<file path="src/design/stsm_pkg.sv">
// Shared types and constants for the super-twisting sliding mode controller.
`timescale 1ns / 1ps
`default_nettype none

package stsm_pkg;

   localparam int FRAC       = 16;
   localparam int DIV_STEPS  = 16;
   localparam int ROOT_W     = 24;
   localparam int SQRT_STEPS = ROOT_W;
   localparam int MUL_W      = 64;
   localparam int MP_W       = 24;
   localparam int SAT_W      = FRAC + 1;
   localparam logic [SAT_W-1:0] UNIT = SAT_W'(1) << FRAC;

   typedef enum logic [2:0] {
      REG_BOUNDARY   = 3'd0,
      REG_ROOT_GAIN  = 3'd1,
      REG_INT_GAIN   = 3'd2,
      REG_PERIOD     = 3'd3,
      REG_INT_UPPER  = 3'd4,
      REG_INT_LOWER  = 3'd5,
      REG_DRV_UPPER  = 3'd6,
      REG_DRV_LOWER  = 3'd7
   } reg_index_type;

   typedef enum logic [1:0] {
      MUL_K1_ROOT   = 2'd0,
      MUL_BY_SAT    = 2'd1,
      MUL_K2_SAT    = 2'd2,
      MUL_BY_PERIOD = 2'd3
   } mul_op_type;

   typedef enum logic [3:0] {
      ST_IDLE, ST_PREP, ST_CORE, ST_MUL_A, ST_MUL_B, ST_MUL_C, ST_MUL_D,
      ST_INTEG, ST_DRIVE
   } state_type;

   typedef struct packed {
      logic [30:0]        boundary_width;
      logic [30:0]        root_gain;
      logic [30:0]        integral_gain;
      logic [15:0]        sample_period;
      logic signed [31:0] integral_upper;
      logic signed [31:0] integral_lower;
      logic signed [31:0] drive_upper;
      logic signed [31:0] drive_lower;
   } cfg_type;

   typedef struct packed {
      logic       load;
      logic       core_start;
      logic       mul_start;
      mul_op_type mul_op;
      logic       int_update;
      logic       out_load;
   } cmd_type;

   typedef struct packed {
      logic core_done;
      logic mul_done;
   } status_type;

endpackage

`default_nettype wire

</file>
<file path="src/design/stsm_if.sv">
// Request and response channel interfaces.
`timescale 1ns / 1ps
`default_nettype none

interface stsm_req_if;
   logic               valid;
   logic               ready;
   logic signed [30:0] target;
   logic signed [30:0] measured;
   modport source (output valid, output target, output measured, input ready);
   modport sink (input valid, input target, input measured, output ready);
endinterface

interface stsm_rsp_if;
   logic               valid;
   logic               ready;
   logic signed [31:0] drive;
   logic               integral_frozen;
   modport source (output valid, output drive, output integral_frozen, input ready);
   modport sink (input valid, input drive, input integral_frozen, output ready);
endinterface

`default_nettype wire

</file>
<file path="src/design/stsm_csr.sv">
// APB-style configuration register file.
`timescale 1ns / 1ps
`default_nettype none

module stsm_csr import stsm_pkg::*; (
   input  wire logic        clock,
   input  wire logic        reset,
   input  wire logic        psel,
   input  wire logic        penable,
   input  wire logic        pwrite,
   input  wire logic [4:0]  paddr,
   input  wire logic [31:0] pwdata,
   output logic [31:0]      prdata,
   output logic             pready,
   output cfg_type          cfg
);

   cfg_type       cfg_ff, cfg_in;
   reg_index_type idx;
   logic          wr_en;

   assign idx    = reg_index_type'(paddr[4:2]);
   assign wr_en  = psel && penable && pwrite;
   assign pready = 1'b1;
   assign cfg    = cfg_ff;

   always_comb begin
      cfg_in = cfg_ff;
      if (wr_en) begin
         unique case (idx)
            REG_BOUNDARY:  cfg_in.boundary_width = pwdata[30:0];
            REG_ROOT_GAIN: cfg_in.root_gain      = pwdata[30:0];
            REG_INT_GAIN:  cfg_in.integral_gain  = pwdata[30:0];
            REG_PERIOD:    cfg_in.sample_period  = pwdata[15:0];
            REG_INT_UPPER: cfg_in.integral_upper = pwdata;
            REG_INT_LOWER: cfg_in.integral_lower = pwdata;
            REG_DRV_UPPER: cfg_in.drive_upper    = pwdata;
            REG_DRV_LOWER: cfg_in.drive_lower    = pwdata;
            default: ;
         endcase
      end
   end

   always_comb begin
      unique case (idx)
         REG_BOUNDARY:  prdata = {1'b0, cfg_ff.boundary_width};
         REG_ROOT_GAIN: prdata = {1'b0, cfg_ff.root_gain};
         REG_INT_GAIN:  prdata = {1'b0, cfg_ff.integral_gain};
         REG_PERIOD:    prdata = {16'd0, cfg_ff.sample_period};
         REG_INT_UPPER: prdata = cfg_ff.integral_upper;
         REG_INT_LOWER: prdata = cfg_ff.integral_lower;
         REG_DRV_UPPER: prdata = cfg_ff.drive_upper;
         REG_DRV_LOWER: prdata = cfg_ff.drive_lower;
         default:       prdata = 32'd0;
      endcase
   end

   always_ff @(posedge clock) begin
      if (reset) begin
         cfg_ff.boundary_width <= 31'd655;
         cfg_ff.root_gain      <= 31'd0;
         cfg_ff.integral_gain  <= 31'd0;
         cfg_ff.sample_period  <= 16'd0;
         cfg_ff.integral_upper <= 32'sd65536000;
         cfg_ff.integral_lower <= -32'sd65536000;
         cfg_ff.drive_upper    <= 32'sd131072000;
         cfg_ff.drive_lower    <= -32'sd131072000;
      end else begin
         cfg_ff <= cfg_in;
      end
   end

endmodule

`default_nettype wire

</file>
<file path="src/design/stsm_ctrl.sv">
// Sequencer for one controller tick.
`timescale 1ns / 1ps
`default_nettype none

module stsm_ctrl import stsm_pkg::*; (
   input  wire logic  clock,
   input  wire logic  reset,
   input  wire logic  req_valid,
   output logic       req_ready,
   output logic       rsp_valid,
   input  wire logic  rsp_ready,
   input  status_type status,
   output cmd_type    cmd
);

   state_type state_ff, state_in;
   logic      out_valid_ff, out_valid_in;
   logic      out_free;

   assign out_free  = !out_valid_ff || rsp_ready;
   assign rsp_valid = out_valid_ff;

   always_comb begin
      state_in  = state_ff;
      cmd       = '0;
      cmd.mul_op = MUL_K1_ROOT;
      req_ready = 1'b0;
      unique case (state_ff)
         ST_IDLE: begin
            req_ready = 1'b1;
            if (req_valid) begin
               cmd.load = 1'b1;
               state_in = ST_PREP;
            end
         end
         ST_PREP: begin
            cmd.core_start = 1'b1;
            state_in       = ST_CORE;
         end
         ST_CORE: begin
            if (status.core_done) begin
               cmd.mul_start = 1'b1;
               cmd.mul_op    = MUL_K1_ROOT;
               state_in      = ST_MUL_A;
            end
         end
         ST_MUL_A: begin
            if (status.mul_done) begin
               cmd.mul_start = 1'b1;
               cmd.mul_op    = MUL_BY_SAT;
               state_in      = ST_MUL_B;
            end
         end
         ST_MUL_B: begin
            if (status.mul_done) begin
               cmd.mul_start = 1'b1;
               cmd.mul_op    = MUL_K2_SAT;
               state_in      = ST_MUL_C;
            end
         end
         ST_MUL_C: begin
            if (status.mul_done) begin
               cmd.mul_start = 1'b1;
               cmd.mul_op    = MUL_BY_PERIOD;
               state_in      = ST_MUL_D;
            end
         end
         ST_MUL_D: begin
            if (status.mul_done) state_in = ST_INTEG;
         end
         ST_INTEG: begin
            cmd.int_update = 1'b1;
            state_in       = ST_DRIVE;
         end
         ST_DRIVE: begin
            if (out_free) begin
               cmd.out_load = 1'b1;
               state_in     = ST_IDLE;
            end
         end
         default: state_in = ST_IDLE;
      endcase
   end

   always_comb begin
      if (cmd.out_load) out_valid_in = 1'b1;
      else if (rsp_ready) out_valid_in = 1'b0;
      else out_valid_in = out_valid_ff;
   end

   always_ff @(posedge clock) begin
      if (reset) begin
         state_ff     <= ST_IDLE;
         out_valid_ff <= 1'b0;
      end else begin
         state_ff     <= state_in;
         out_valid_ff <= out_valid_in;
      end
   end

endmodule

`default_nettype wire

</file>
<file path="src/design/stsm_dp.sv">
// Datapath: error, divider, square root, shift-add multiplier, integral and clamp.
`timescale 1ns / 1ps
`default_nettype none

module stsm_dp import stsm_pkg::*; (
   input  wire logic               clock,
   input  wire logic               reset,
   input  cfg_type                 cfg,
   input  cmd_type                 cmd,
   output status_type              status,
   input  wire logic signed [30:0] target,
   input  wire logic signed [30:0] measured,
   output logic signed [31:0]      drive,
   output logic                    integral_frozen
);

   logic signed [31:0] s_ff;
   logic [31:0]        sabs;
   logic               in_layer;

   // divider
   logic [31:0]        div_rem_ff;
   logic [15:0]        quot_ff;
   logic [4:0]         div_cnt_ff;
   logic [32:0]        div_shift;
   logic               div_bit;
   logic [15:0]        quot_next;

   // square root, two radicand bits per step
   logic [47:0]        sq_x_ff;
   logic [25:0]        sq_rem_ff;
   logic [ROOT_W-1:0]  root_ff;
   logic [4:0]         sq_cnt_ff;
   logic [27:0]        sq_shift, sq_trial;

   logic [SAT_W-1:0]   satabs_ff;
   logic               sat_neg_ff;

   // multiplier
   logic [MUL_W-1:0]   mc_ff, prod_ff;
   logic [MP_W-1:0]    mp_ff;
   logic [39:0]        nl_mag_ff;

   logic signed [31:0] acc_ff;
   logic               freeze_ff;
   logic [31:0]        int_mag;
   logic signed [33:0] acc_sum, iup_x, ilo_x;
   logic               unfreeze, frozen_eff;

   logic signed [41:0] nl_val, drv_sum, dup_x, dlo_x;

   assign sabs     = s_ff[31] ? 32'(-s_ff) : s_ff;
   assign in_layer = sabs < {1'b0, cfg.boundary_width};

   assign div_shift = {div_rem_ff, 1'b0};
   assign div_bit   = div_shift >= {2'b00, cfg.boundary_width};
   assign quot_next = {quot_ff[14:0], div_bit};

   assign sq_shift = {sq_rem_ff, sq_x_ff[47:46]};
   assign sq_trial = {2'b00, root_ff, 2'b01};

   assign status.core_done = (div_cnt_ff == '0) && (sq_cnt_ff == '0);
   assign status.mul_done  = (mp_ff == '0);

   assign int_mag = prod_ff[FRAC+31:FRAC];
   assign iup_x   = 34'(cfg.integral_upper);
   assign ilo_x   = 34'(cfg.integral_lower);
   assign acc_sum = sat_neg_ff ? 34'(acc_ff) - $signed({2'b00, int_mag})
                               : 34'(acc_ff) + $signed({2'b00, int_mag});
   assign unfreeze = ((s_ff > 0) && (acc_ff < 0)) || ((s_ff < 0) && (acc_ff > 0))
                   || ((acc_ff < cfg.integral_upper) && (acc_ff > cfg.integral_lower));
   assign frozen_eff = freeze_ff && !unfreeze;

   assign nl_val  = sat_neg_ff ? -$signed({2'b00, nl_mag_ff}) : $signed({2'b00, nl_mag_ff});
   assign drv_sum = nl_val + 42'(acc_ff);
   assign dup_x   = 42'(cfg.drive_upper);
   assign dlo_x   = 42'(cfg.drive_lower);

   always_ff @(posedge clock) begin
      if (cmd.load) s_ff <= 32'(target) - 32'(measured);
   end

   // sat(s): divide inside the layer, unit magnitude outside
   always_ff @(posedge clock) begin
      if (reset) begin
         div_cnt_ff <= '0;
      end else if (cmd.core_start) begin
         div_rem_ff <= sabs;
         quot_ff    <= '0;
         if (in_layer) begin
            div_cnt_ff <= 5'(DIV_STEPS);
            sat_neg_ff <= s_ff[31];
         end else begin
            div_cnt_ff <= '0;
            satabs_ff  <= UNIT;
            sat_neg_ff <= !(s_ff > 0);
         end
      end else if (div_cnt_ff != '0) begin
         div_rem_ff <= div_bit ? 32'(div_shift - {2'b00, cfg.boundary_width})
                               : div_shift[31:0];
         quot_ff    <= quot_next;
         div_cnt_ff <= div_cnt_ff - 5'd1;
         if (div_cnt_ff == 5'd1) satabs_ff <= {1'b0, quot_next};
      end
   end

   always_ff @(posedge clock) begin
      if (reset) begin
         sq_cnt_ff <= '0;
      end else if (cmd.core_start) begin
         sq_x_ff   <= {sabs, 16'd0};
         sq_rem_ff <= '0;
         root_ff   <= '0;
         sq_cnt_ff <= 5'(SQRT_STEPS);
      end else if (sq_cnt_ff != '0) begin
         sq_x_ff   <= {sq_x_ff[45:0], 2'b00};
         if (sq_shift >= sq_trial) begin
            sq_rem_ff <= 26'(sq_shift - sq_trial);
            root_ff   <= {root_ff[ROOT_W-2:0], 1'b1};
         end else begin
            sq_rem_ff <= sq_shift[25:0];
            root_ff   <= {root_ff[ROOT_W-2:0], 1'b0};
         end
         sq_cnt_ff <= sq_cnt_ff - 5'd1;
      end
   end

   always_ff @(posedge clock) begin
      if (reset) begin
         mp_ff <= '0;
      end else if (cmd.mul_start) begin
         prod_ff <= '0;
         case (cmd.mul_op)
            MUL_K1_ROOT: begin
               mc_ff <= MUL_W'(cfg.root_gain);
               mp_ff <= root_ff;
            end
            MUL_BY_SAT: begin
               mc_ff <= prod_ff >> FRAC;
               mp_ff <= MP_W'(satabs_ff);
            end
            MUL_K2_SAT: begin
               nl_mag_ff <= prod_ff[FRAC+39:FRAC];
               mc_ff     <= MUL_W'(cfg.integral_gain);
               mp_ff     <= MP_W'(satabs_ff);
            end
            default: begin
               mc_ff <= prod_ff >> FRAC;
               mp_ff <= MP_W'(cfg.sample_period);
            end
         endcase
      end else if (mp_ff != '0) begin
         if (mp_ff[0]) prod_ff <= prod_ff + mc_ff;
         mc_ff <= {mc_ff[MUL_W-2:0], 1'b0};
         mp_ff <= mp_ff >> 1;
      end
   end

   always_ff @(posedge clock) begin
      if (reset) begin
         acc_ff    <= '0;
         freeze_ff <= 1'b0;
      end else if (cmd.int_update && (cfg.integral_gain != '0)) begin
         if (frozen_eff) begin
            freeze_ff <= 1'b1;
         end else if (acc_sum > iup_x) begin
            acc_ff    <= cfg.integral_upper;
            freeze_ff <= 1'b1;
         end else if (acc_sum < ilo_x) begin
            acc_ff    <= cfg.integral_lower;
            freeze_ff <= 1'b1;
         end else begin
            acc_ff    <= acc_sum[31:0];
            freeze_ff <= 1'b0;
         end
      end
   end

   always_ff @(posedge clock) begin
      if (cmd.out_load) begin
         if (drv_sum > dup_x) drive <= cfg.drive_upper;
         else if (drv_sum < dlo_x) drive <= cfg.drive_lower;
         else drive <= drv_sum[31:0];
         integral_frozen <= freeze_ff;
      end
   end

   a_mul_idle_on_start: assert property (@(posedge clock) disable iff (reset)
      cmd.mul_start |-> mp_ff == '0)
      else $error("multiply started while busy");

   a_core_done_before_mul: assert property (@(posedge clock) disable iff (reset)
      (cmd.mul_start && cmd.mul_op == MUL_K1_ROOT) |-> (sq_cnt_ff == '0 && div_cnt_ff == '0))
      else $error("square root or divide still running");

   a_sat_bounded: assert property (@(posedge clock) disable iff (reset)
      (cmd.mul_start && cmd.mul_op == MUL_BY_SAT) |-> satabs_ff <= UNIT)
      else $error("saturation magnitude above one");

endmodule

`default_nettype wire

</file>
<file path="src/design/super_twisting_sliding_mode_top.sv">
// Top level of the super-twisting sliding mode controller.
// Usage:
//   req_bus carries one tick (target, measured, signed Q15.16) per transaction;
//   rsp_bus returns one transaction per tick with the clamped drive and the
//   integral freeze flag as it stands after that tick.
//   Gains, boundary layer, sample period and limits are written over the
//   APB-style port (psel/penable/pwrite/paddr/pwdata), register i at byte 4*i;
//   pready is always high and reads return the stored value.
// Timing:
//   One tick at a time. From acceptance the tick runs a setup state, the
//   24-step square root (the 16-step divide runs alongside it), four
//   shift-add multiplies that end early once the remaining multiplier bits
//   are zero, then the integral update and the drive clamp.
//   req_bus.ready is high while no tick is in progress, so a new tick can be
//   taken while the last result still waits in the output register.
// Reset clears the integral, the freeze flag, the sequencer and the output
// valid, and loads the register defaults. A stalled receiver holds the result
// in place; a finished tick then waits until the output register frees.
`timescale 1ns / 1ps
`default_nettype none

module super_twisting_sliding_mode_top import stsm_pkg::*; (
   input  wire logic        clock,
   input  wire logic        reset,
   stsm_req_if.sink         req_bus,
   stsm_rsp_if.source       rsp_bus,
   input  wire logic        psel,
   input  wire logic        penable,
   input  wire logic        pwrite,
   input  wire logic [4:0]  paddr,
   input  wire logic [31:0] pwdata,
   output logic [31:0]      prdata,
   output logic             pready
);

   cfg_type    cfg;
   cmd_type    cmd;
   status_type status;

   stsm_csr u_csr (
      .clock   (clock),
      .reset   (reset),
      .psel    (psel),
      .penable (penable),
      .pwrite  (pwrite),
      .paddr   (paddr),
      .pwdata  (pwdata),
      .prdata  (prdata),
      .pready  (pready),
      .cfg     (cfg)
   );

   stsm_ctrl u_ctrl (
      .clock     (clock),
      .reset     (reset),
      .req_valid (req_bus.valid),
      .req_ready (req_bus.ready),
      .rsp_valid (rsp_bus.valid),
      .rsp_ready (rsp_bus.ready),
      .status    (status),
      .cmd       (cmd)
   );

   stsm_dp u_dp (
      .clock           (clock),
      .reset           (reset),
      .cfg             (cfg),
      .cmd             (cmd),
      .status          (status),
      .target          (req_bus.target),
      .measured        (req_bus.measured),
      .drive           (rsp_bus.drive),
      .integral_frozen (rsp_bus.integral_frozen)
   );

endmodule

`default_nettype wire
</file>
<file path="src/flat_wrapper.sv">
// flat-port wrapper written by rule: the top's interface ports become plain ports
module super_twisting_sliding_mode_top_flat import stsm_pkg::*;
  (clock, reset, psel, penable, pwrite, paddr, pwdata, prdata, pready, req_bus_valid, req_bus_target, req_bus_measured, req_bus_ready, rsp_bus_valid, rsp_bus_drive, rsp_bus_integral_frozen, rsp_bus_ready);
  stsm_req_if req_bus_i ();
  stsm_rsp_if rsp_bus_i ();
  input  wire logic clock;
  input  wire logic reset;
  input  wire logic psel;
  input  wire logic penable;
  input  wire logic pwrite;
  input  wire logic [4:0] paddr;
  input  wire logic [31:0] pwdata;
  output logic [31:0] prdata;
  output logic pready;
  input wire logic [$bits(req_bus_i.valid)-1:0] req_bus_valid;
  input wire logic [$bits(req_bus_i.target)-1:0] req_bus_target;
  input wire logic [$bits(req_bus_i.measured)-1:0] req_bus_measured;
  output wire logic [$bits(req_bus_i.ready)-1:0] req_bus_ready;
  output wire logic [$bits(rsp_bus_i.valid)-1:0] rsp_bus_valid;
  output wire logic [$bits(rsp_bus_i.drive)-1:0] rsp_bus_drive;
  output wire logic [$bits(rsp_bus_i.integral_frozen)-1:0] rsp_bus_integral_frozen;
  input wire logic [$bits(rsp_bus_i.ready)-1:0] rsp_bus_ready;
  assign req_bus_i.valid = req_bus_valid;
  assign req_bus_i.target = req_bus_target;
  assign req_bus_i.measured = req_bus_measured;
  assign req_bus_ready = req_bus_i.ready;
  assign rsp_bus_valid = rsp_bus_i.valid;
  assign rsp_bus_drive = rsp_bus_i.drive;
  assign rsp_bus_integral_frozen = rsp_bus_i.integral_frozen;
  assign rsp_bus_i.ready = rsp_bus_ready;
  super_twisting_sliding_mode_top u_core (.clock(clock), .reset(reset), .req_bus(req_bus_i), .rsp_bus(rsp_bus_i), .psel(psel), .penable(penable), .pwrite(pwrite), .paddr(paddr), .pwdata(pwdata), .prdata(prdata), .pready(pready));
endmodule
</file>
<file path="config.mk">
export PLATFORM = sky130hd
export DESIGN_NAME = super_twisting_sliding_mode_top_flat
export DESIGN_NICKNAME = d
export VERILOG_FILES = /design/src/design/stsm_pkg.sv /design/src/design/stsm_if.sv /design/src/design/stsm_csr.sv /design/src/design/stsm_ctrl.sv /design/src/design/stsm_dp.sv /design/src/design/super_twisting_sliding_mode_top.sv /design/src/flat_wrapper.sv
export SDC_FILE = /design/constraint.sdc
export NUM_CORES = 2
export LEC_CHECK = 0
export ABC_AREA = 1
export BUFFER_PORTS_ARGS = -buffer_cell sky130_fd_sc_hd__buf_2
export CAP_MARGIN = 40
export CORE_MARGIN = 3
export CORE_UTILIZATION = 55
export DETAILED_ROUTE_END_ITERATION = 7
export PLACE_DENSITY = 0.75
export SLEW_MARGIN = 5
export SYNTH_ARGS = -nofsm -noshare
export SYNTH_HDL_FRONTEND = slang
export SYNTH_HIERARCHICAL = 1
export SYNTH_SLANG_ARGS = --single-unit
</file>
<file path="constraint.sdc">
create_clock -name clock -period 7 [get_ports clock]
set_clock_uncertainty 0.15 [all_clocks]
set_input_delay 0 -clock clock [delete_from_list [all_inputs] [get_ports clock]]
set_output_delay 0 -clock clock [all_outputs]
set_load 0.02 [all_outputs]
</file>
==> results.md <==
* Status: finished clean
* Global-route track usage on met2 at 57.1%
* RSZ-0062 raised after global routing: no
* Yosys reg bits at 689
* Number of top-level pins at approximately 170
* Setup TNS at 0 ns
* Setup crit start: u_core/u_dp/prod_ff[16]
* CP Data Arrival Time at 6.75 ns
* Routing usage on met3 at 6.27%
* Synth Cell Area at 0.0528 mm^2
* Leak Pwr at 27.3 nW
* Asr flop ratio synth at 0%
* Post-Synth Simple-Gate Area at 28.5%
* Core Region at 0.0952 mm^2
* Worst path depth at 35
* Synth top area cells: edfxtp_1 (22%), dfxtp_1 (12%), ha_1 (11%)
* Syn Nets at 8038
* Reg2reg end: u_core/u_dp/acc_ff[14]
* Hold Path Cell Cnt at 5
* Met1 usage at 49.5%
* Final wirelength at 193000 um
* GRT Overall Usage at between 30% and 40%
* Worst hold start: paddr[4]
* Clock Pin Slew Worst Setup and Hold Paths at 0.06 ns
* Top-area cell type share of the netlist area at 21.6%
* Chip Width at approximately 320 um
* Share of cells above drive strength 1 at 6.31%
* Synth Area in Compound Gates at 13.9%
* Final hold violation count at 0
* Register area share after synthesis at 33.3%
* Max stage delay on crit path at 0.49 ns
* Endpoint class of the critical path: register
* Area leader, netlist: edfxtp_1
* Crit Path Max Fanout at 14
* Hpwl dp at 145000 um
* H-tree Lvls at 3
* Root Buffer: clkbuf_16
* RR Startpoint: u_core/u_dp/prod_ff[16]
* Clock latency on the worst-skew pair at 0.68 ns
* Yosys warnings at 6
* FMAX at 157 MHz
* N_diodes at 0
* WP data required at 7.38 ns
* Post-Synth XOR/XNOR Area at under 10%
* Post-route minimum period at 6.37 ns
* VDD IR-drop max at about 0.58 mV
* Total vias in the final route at 53100
* GP Congestion at 1.00
* Ys flop type: edfxtp_1
* Worst path most repeated cell: nand2_1
* Worst R2R Path Depth at 35
* Hold crit path type: in2reg
* Final Cell Area at slightly below 0.06 mm^2
* CTS tree: done
* Synthesized netlist cell count at 7447
* Crit path to: u_core/u_dp/acc_ff[14]
* Count leader, synth: nand2_1
* Clk buf depth at 3
* Adder-Cell Fraction of Synth Area at 11.6%
* CTS resizes at 0
* Largest family of logic cells by synthesized area: simple AND/OR/NAND/NOR gates
* Startpoint Class: register
* Max-slew violations at 0
* Post-synth EDFFs at 380
* Area growth, synth to finish at 11.3%
* Vias/cell at 5.93
* Slew @ Worst Pin at 1.03 ns
* FP Rows at approximately 110
* Gr busiest metal: met2
* Initial antenna violation count at 6
* Final period util at 91.0%
* # DRC at 0
* Critical setup path kind: reg2reg
* Pin count of the biggest net entering global routing at about 100
* Initial Utilization at a little under three fifths
* Iter 0 DRT Violations at 6708
* Rel. slew slack at between 30% and 40%
* Synth unique cells at 68
* Number of global-route vias before repair at 48800
* CTS Hold Bufs at 133
* Buf/Inv on CP at 3
* Pwr Density at 445 mW/mm^2
* Clock buffer count from CTS at 80
* Die height at 316 um
* Remaining Overflow, GRT at 0
* Placed Area at ~0.055 mm^2
* Post-synth top cells: nand2_1 (1574), nor2_1 (1063), inv_1 (859), a21oi_1 (534), o21ai_0 (481)
* Full die area at 0.0998 mm^2
* ANT nets after route at 0
* Slowest-stage cell, CP: edfxtp_1
* Setup Viol. Count Final at 0
* Max_cap viols at 0
* Mapped Avg Cell Area at between 7 and 8 um^2
* Drt pass-1 iters at 7
* Final net count at 8210
* Reg2reg setup slack at around 0.63 ns
* Post-synthesis mux area share at 0%
* I/O Buffers at 170
* Crit path max-delay family: simple AND/OR/NAND/NOR gates
* Clock sink total at 689
* Post-CTS Setup Bufs at 0
* DR WL/cell at 21.5 um
* First-pass GRT wire length at 290000 um
## layer usage
| layer | wire length [um] | up-vias |
|---|---|---|
| met5 | 24 | - |
| met3 | 18500 | 519 |
| li1 | - | 25300 |
| met4 | 14600 | 4 |
| met1 | 77600 | 24400 |
| met2 | 82200 | 2763 |
## cell usage in the layout, fill, tap and decap left out, drive strengths merged, types with 4 or more instances in the layout
cell type	count
fa	5
nand3b	14
o21a	22
a211oi	5
a221oi	41
edfxtp	380
and2	4
o2111ai	5
and3	11
o211ai	41
nor4	42
ha	480
nor2	1090
a31oi	40
nand2	1590
bufinv	7
dlygate4sd3	133
dfxtp	309
clkbuf	110
clkinv	29
a21oi	537
o21bai	37
or2	12
inv	875
buf	247
xor2	158
nand4	216
a21boi	12
nor3	153
o21ai	550
xnor2	76
nand3	399
o31ai	9
a21o	27
## cell type report
type	count	area (um^2)
clock buffers	110	2290
clock inverters	38	480
fillers	8735	36400
inverters	876	3290
multi-input cells	5592	30600
flip-flops and latches	689	17600
well taps	1265	1580
repair buffers	380	2910
## worst min-delay path: stages
cell and delay (ns):
buf_2 0.32, nand3_2 0.21, nor2_4 0.15, nand2_1 0.10
nand3_1 0.07
## worst min-delay path by stage
stage                     slack [ns]                        end
after floorplan                -0.08  u_core/u_ctrl/state_ff[3]
after global placement          0.13       u_core/u_csr/cfg[31]
after detailed placement        0.13       u_core/u_csr/cfg[31]
after CTS                      0.006       u_core/u_dp/s_ff[21]
after global routing            0.11       u_core/u_csr/cfg[95]
final                           0.07       u_core/u_csr/cfg[94]
## stage by stage
stage               setup slack [ns]  hold WS (ns)  power, mW  instances  utilization (%)
finish                         0.631        0.0699       26.2       8950             61.8
global route                  0.0388         0.106       28.1       8950             61.8
CTS                            0.739       0.00563       25.9       8949             61.8
detailed placement             0.722         0.134       21.3       8668             57.5
global placement               0.849         0.133       20.9       8661             57.3
floorplan                       1.08       -0.0809       16.9       7447                -
## cell families (layout without fill, tap and decap cells)
logic type,count (synthesis),in the layout
flip-flops,689,689
buffers and inverters,1166,1404
AND/OR/NAND/NOR,3537,3537
XOR/XNOR,234,234
AO/OA/AOI/OAI,1335,1335
other,1,1
adder cells (fa/ha/maj),485,485
## state kept, by name, summed over array words and instances (netlist names), 4 cells and up
name,flops
u_core/u_dp/nl_mag_ff,40
u_core/u_dp/sq_cnt_ff,5
u_core/u_dp/sq_x_ff,32
u_core/u_dp/acc_ff,32
u_core/u_dp/sq_rem_ff,26
u_core/u_ctrl/state_ff,4
u_core/u_dp/s_ff,32
u_core/u_dp/satabs_ff,17
u_core/u_dp/mp_ff,24
u_core/u_dp/root_ff,24
u_core/u_dp/drive,32
u_core/u_dp/div_rem_ff,32
u_core/u_dp/prod_ff,64
u_core/u_dp/mc_ff,64
u_core/u_dp/quot_ff,15
u_core/u_dp/div_cnt_ff,5
u_core/u_csr/cfg,237
## power breakdown
group | total [mW] | internal [mW] | leakage (nW) | switching, mW
clock network | 4.42 | 2.57 | 1.34 | 1.85
logic | 14.6 | 4.61 | 19.9 | 9.97
registers | 7.19 | 6.31 | 6.06 | 0.877
(Power assumes the default switching activity.)
